**src/rtl/svt_pkg.sv**
```systemverilog
// Shared types and constants of the sorted value table.
package svt_pkg;

    localparam int DEPTH_DEFAULT = 64;
    localparam int DATA_W        = 32;
    localparam int REQ_W         = 2;
    localparam int STATUS_W      = 2;
    localparam int POS_W         = 7;

    // Request codes; the last code performs no operation.
    typedef enum logic [REQ_W-1:0] {
        REQ_INSERT = 2'd0,
        REQ_DELETE = 2'd1,
        REQ_SEARCH = 2'd2,
        REQ_NOP    = 2'd3
    } req_t;

    // Result status codes.
    typedef enum logic [STATUS_W-1:0] {
        ST_OK      = 2'd0,
        ST_FULL    = 2'd1,
        ST_MISSING = 2'd2
    } status_t;

    // Sequencer states.
    typedef enum logic [1:0] {
        S_IDLE,
        S_SCAN,
        S_UPD,
        S_EMIT
    } state_t;

    // Commands broadcast to every cell of the chain.
    typedef struct packed {
        logic load_cmp;
        logic shift_up;
        logic shift_down;
    } cell_ctl_t;

    // Flags that each cell reports to the sequencer and its right neighbor.
    typedef struct packed {
        logic gt;
        logic ge;
        logic hit_ins;
        logic hit_del;
        logic is_last;
    } cell_flags_t;

endpackage

```
**src/rtl/svt_cell.sv**
```systemverilog
// One cell of the sorted chain: holds one entry and shifts with its neighbors.
module svt_cell #(
    parameter int DEPTH = svt_pkg::DEPTH_DEFAULT,
    parameter int IDX   = 0
) (
    input  logic                               clk,
    input  logic                               rst_n,
    input  svt_pkg::cell_ctl_t                 ctl,
    input  logic signed [svt_pkg::DATA_W-1:0]  cmp_value,
    input  logic signed [svt_pkg::DATA_W-1:0]  ins_value,
    input  logic signed [svt_pkg::DATA_W-1:0]  left_value,
    input  logic signed [svt_pkg::DATA_W-1:0]  right_value,
    input  logic                               left_gt,
    input  logic                               left_ge,
    input  logic [$clog2(DEPTH+1)-1:0]         count,
    output logic signed [svt_pkg::DATA_W-1:0]  entry_value,
    output svt_pkg::cell_flags_t               flags
);
    import svt_pkg::*;

    localparam int CNT_W = $clog2(DEPTH + 1);

    logic signed [DATA_W-1:0] entry_reg;
    logic signed [DATA_W-1:0] entry_next;
    logic                     gt_reg;
    logic                     eq_reg;
    logic                     occ;

    // Occupancy and boundary flags; an empty cell counts as larger than any value.
    always_comb
    begin
        occ           = CNT_W'(IDX) < count;
        flags.gt      = !occ || gt_reg;
        flags.ge      = occ && (gt_reg || eq_reg);
        flags.hit_ins = flags.gt && !left_gt;
        flags.hit_del = occ && eq_reg && !left_ge;
        flags.is_last = count == CNT_W'(IDX + 1);
    end

    // Insert moves larger entries up one cell; delete pulls later entries down.
    always_comb
    begin
        entry_next = entry_reg;
        if (ctl.shift_up && flags.gt)
        begin
            entry_next = left_gt ? left_value : ins_value;
        end
        else if (ctl.shift_down && flags.ge)
        begin
            entry_next = right_value;
        end
    end

    // Entry storage; contents are meaningless until written.
    always_ff @(posedge clk)
    begin
        entry_reg <= entry_next;
    end

    // Compare flags, captured when an item is accepted.
    always_ff @(posedge clk or negedge rst_n)
    begin
        if (!rst_n)
        begin
            gt_reg <= 1'b0;
            eq_reg <= 1'b0;
        end
        else if (ctl.load_cmp)
        begin
            gt_reg <= entry_reg > cmp_value;
            eq_reg <= entry_reg == cmp_value;
        end
    end

    assign entry_value = entry_reg;

endmodule

```
**config.mk**
```make
export PLATFORM = sky130hd
export DESIGN_NAME = svt_cell
export DESIGN_NICKNAME = d
export VERILOG_FILES = /design/src/rtl/svt_pkg.sv /design/src/rtl/svt_cell.sv
export SDC_FILE = /design/constraint.sdc
export NUM_CORES = 1
export LEC_CHECK = 0
export ABC_CLOCK_PERIOD_IN_PS = 4550
export BUFFER_PORTS_ARGS = -buffer_cell sky130_fd_sc_hd__buf_2
export CAP_MARGIN = 20
export CORE_MARGIN = 5
export CORE_UTILIZATION = 33
export DETAILED_ROUTE_END_ITERATION = 10
export GPL_TIMING_DRIVEN = 0
export PLACE_DENSITY = 0.68
export SETUP_SLACK_MARGIN = 0.5
export SKIP_CTS_REPAIR_TIMING = 1
export SYNTH_ARGS = -nofsm -noshare
export SYNTH_HDL_FRONTEND = slang
export SYNTH_SLANG_ARGS = --single-unit
```
**constraint.sdc**
```tcl
create_clock -name clk -period 4.55 [get_ports clk]
set_clock_uncertainty 0.2 [all_clocks]
set_input_delay 0.6825 -clock clk [delete_from_list [all_inputs] [get_ports clk]]
set_output_delay 0.6825 -clock clk [all_outputs]
set_load 0.02 [all_outputs]
```
* Yosys cells after proc, flatten, opt, wreduce, memory -nomap -nowiden
Cells that the tools add are included.
** Operators by class
- Order comparisons :: 2
- Equality and inequality tests :: 2
- Multiplexer cells :: 3
- Reduce and logical (&&, ||, !) cells :: 12
** Operators with widths (number)
- 32-bit 2-to-1 mux :: 3
- 32-bit equality test :: 1
- 32-bit > comparator :: 1
- 7-bit by 1-bit equality test with 1-bit output, second input constant :: 1
- 1-bit by 7-bit < comparator with 1-bit output, first input constant :: 1
- 1-bit logical AND :: 6
- 1-bit zero test :: 3
- 1-bit logical OR :: 2
- 2-bit nonzero test :: 1
** Word-level totals
- Register bits after elaboration :: 34
- Output and inout bits :: 37

* Longest topological paths before layout
- Word-level depth :: 5
- Gate-level depth with buffers :: 8

* Least setup slack after synthesis
OpenSTA, ideal clock, no wires.
- Kind :: input-to-reg
- Start point :: input port count[1]
- End point :: register entry_reg[0] (netlist: entry_value[0]) (enable)
- Setup time :: 389 ps
- Arrival :: 2519 ps
- Data required time :: 3961 ps
- Path slack :: 1442 ps
- Stages :: 7
- Path buffers :: 2
- Cell sequence :: nor4_1 nand2_1 o21ai_2 nand2_1 buf_2 buf_2 nand2_1
** RTL lines
- from (decl) :: line svt_cell.sv:15 : input logic [$clog2(DEPTH+1)-1:0] count,
- to (signal assigned) :: line svt_cell.sv:57 : entry_reg <= entry_next;
- to (decl) :: line svt_cell.sv:23 : logic signed [DATA_W-1:0] entry_reg;

* Worst setup path in the final report
- Start point :: input port count[1]
- End point :: register entry_reg[16] (netlist: entry_value[16]) (enable)
** Between the ends
- Cells in the longest elaborated chain, start to end :: 5
- Elaborated cells on any way between the ends :: 7
- Those cells by class :: 1 x order compare; 6 x reduce/logical
** Ends and longest elaborated chain
- 1-bit by 7-bit < comparator with 1-bit output * :: line svt_cell.sv:32 : occ = CNT_W'(IDX) < count;
- 1-bit zero test :: line svt_cell.sv:33 : flags.gt = !occ || gt_reg;
- 1-bit logical OR :: line svt_cell.sv:33
- 1-bit logical AND :: line svt_cell.sv:44 : if (ctl.shift_up && flags.gt)
- 2-bit nonzero test (no source line) *
Mark *: on every way between the ends. The rest lies on a longest branch, timed or not.
A chain may end at the register's enable or synchronous reset.

==> impl_metrics.toml <==
[clocking]
h-tree-depth = 2
cts_buffer_depth = 2
clock_sinks = 34
clk_pin_slew_ps = 70
cts_tree = "built"
worstSkewPairLatency_ps = 280
cts_buffers = 5
root_buffer = "clkbuf_8"

[drt]
vias = 2605
wl_per_cell_um = 14.1
wl_um = 7970
vias_per_cell = 4.61
detailedRoute.firstPassIterationCount = 4
drtIter0Drc = 57
ant_nets = 0
drc = 0

[layout]
largest_register_ffs = 32
area_growth_pct = 43.3
finalCoreUtilization_pct = 48.5
diodes = 0
nNetsFinal = 636
final_cell_area_mm2 = 0.00375
drive_above_1_share_pct = 43.2

[run]
drv_cap = 0

[global_route]
grt_pass1_wl_um = 12500
antenna_found_initial = 0
grtUsageTotal_pct = 15.8
grt_pass1_vias = 2759
grt_start_max_net_pins = 18
overflow = 0

[yosys]
synthesis.area_mm2 = 0.00262
synth_edf_count = 32
synth-seq-cells = 34
netlist_instances = 276
ys.flop_type = "edfxtp_1"
yosysMostFrequentCell = "nand2_1"
synth_area_leaders = "edfxtp_1, ha_1, mux2i_1, nand2_1, o21ai_1"
syn_avg_cell_area_um2 = 9.47
yosysWarnings = 0
yosysTopAreaCell = "edfxtp_1"
ys_seq_area_share_pct = 38.7
synth_common_cells = "nand2_1, inv_1, o21ai_1"
synth_top_area_share_pct = 36.7
synth_fp_nets = 450
async_flop_share_pct = 5.88
ys_types = 33

[power]
irDropWorstVdd_mv = 0.135
finalPower_mw = 1.53
power_density_mw_per_mm2 = 407
p_leak_nw = 2.03

[sta]
rsz0062_at_grt = "no"
finalSetupViolCount = 0
min_period_ps = 3070
worst_slew_pin_slew_ps = 868
relSlewSlack_pct = 42.0
setup_tns_ps = 0
hold_violations = 0
drv_slew = 0
hold_ws_ps = 334
finalCritPeriodShare_pct = 67.4
max_freq_mhz = 326

[worst_hold_path]
hold_class = "reg -> reg"
min_from = "eq_reg$_DFFE_PN0P_"

[die]
io_pins = 179
fp-row-count = 32
dieWidth_um = 99.0
initial_utilization_pct = 33.8
die_y_um = 99.0
dieArea_mm2 = 0.00980
coreArea_mm2 = 0.00773

[placement]
routabilityCongestion = 0.836
io_buffers = 177
dpl.hpwl_um = 6890
postPlaceCellArea_mm2 = 0.00366

[setup_path]
crit_chain = "buf_2 > nor4_1 > nand2_1 > o21ai_2 > nand2_1 > buf_2 > buf_2 > nand2_1 > buf_16"
max_stage_delay_ps = 660
cp.required_ps = 4340
endpoint_kind = "flop"
crit_path_start = "count[1]"
r2r-start = "gt_reg$_DFFE_PN0P_"
crit_path_max_fanout = 17
arrival_ps = 2850
cp_slowest_cell = "nand2_1"
path_class = "in -> reg"
critPathLaunchType = "input pin"

[status]
status = "completed"
## worst paths after layout
kind | slack [ps] | endpoint | depth (start not counted)
setup / recovery | 1480 | entry_value[16]$_DFFE_PP_ | 9
hold / removal | 330 | eq_reg$_DFFE_PN0P_ | 1
setup reg to reg | 2000 | entry_value[16]$_DFFE_PP_ | 7
hold reg to reg | 330 | eq_reg$_DFFE_PN0P_ | 1
max in group asynchronous | 3520 | eq_reg$_DFFE_PN0P_ | 2
min in group asynchronous | 540 | gt_reg$_DFFE_PN0P_ | 2
## stage by stage
step,cells,worst slack (ps)
6_report,565,1480
5_1_grt,565,1270
4_1_cts,564,1450
3_5_place_dp,556,1150
2_1_floorplan,276,1440
3_3_place_gp,555,925
## cells in the final DEF (no fill, tap or decap), types with 3 or more instances in the layout
cell	count
a21oi_1	16
buf_2	182
clkbuf_1	3
clkbuf_8	5
edfxtp_1	32
ha_1	32
inv_1	35
mux2i_1	32
nand2_1	47
nand3_1	4
nor2_1	7
o21ai_0	3
o21ai_1	33
## cell type report
type / count / area [µm²]
Fill cell: 767 / 3980
Multi-Input combinational cell: 196 / 1410
Sequential cell: 34 / 1010
Timing Repair Buffer: 179 / 923
Inverter: 35 / 131
Tap cell: 102 / 128
Clock buffer: 6 / 72.6
Buffer: 11 / 62.6
Clock inverter: 2 / 8.76
## where the power goes
part / leakage (nW) / switching, mW / internal, mW / total [mW]
Combinational: 1.66 / 0.474 / 0.294 / 0.769
Clock: 0.0426 / 0.107 / 0.105 / 0.212
Sequential: 0.333 / 0.0534 / 0.493 / 0.546
Total: 2.03 / 0.635 / 0.892 / 1.53
## critical path: cells and delay by family
family | cells | cell delay, ps
AOI/OAI and AO/OA | 1 | 200
buffers and inverters | 4 | 750
and+or+nand+nor | 4 | 1210
## layer usage
layer  GRT usage (%)  routed length (µm)
met5               0                   0
met4            3.15                  43
met3            4.03                 566
met2            28.5                4040
met1            19.0                3320
## cells by family (layout without fill, tap and decap cells)
logic type / after synthesis / in the layout / synth area share (%)
adders and majority gates: 32 / 32 / 15.3
buffers and inverters: 46 / 233 / 7.42
and+or+nand+nor: 71 / 71 / 13.3
muxes: 33 / 33 / 12.7
AOI/OAI and AO/OA: 60 / 60 / 12.6
DFF: 34 / 34 / 38.7
Note: power is estimated with default switching activity, not from simulation.
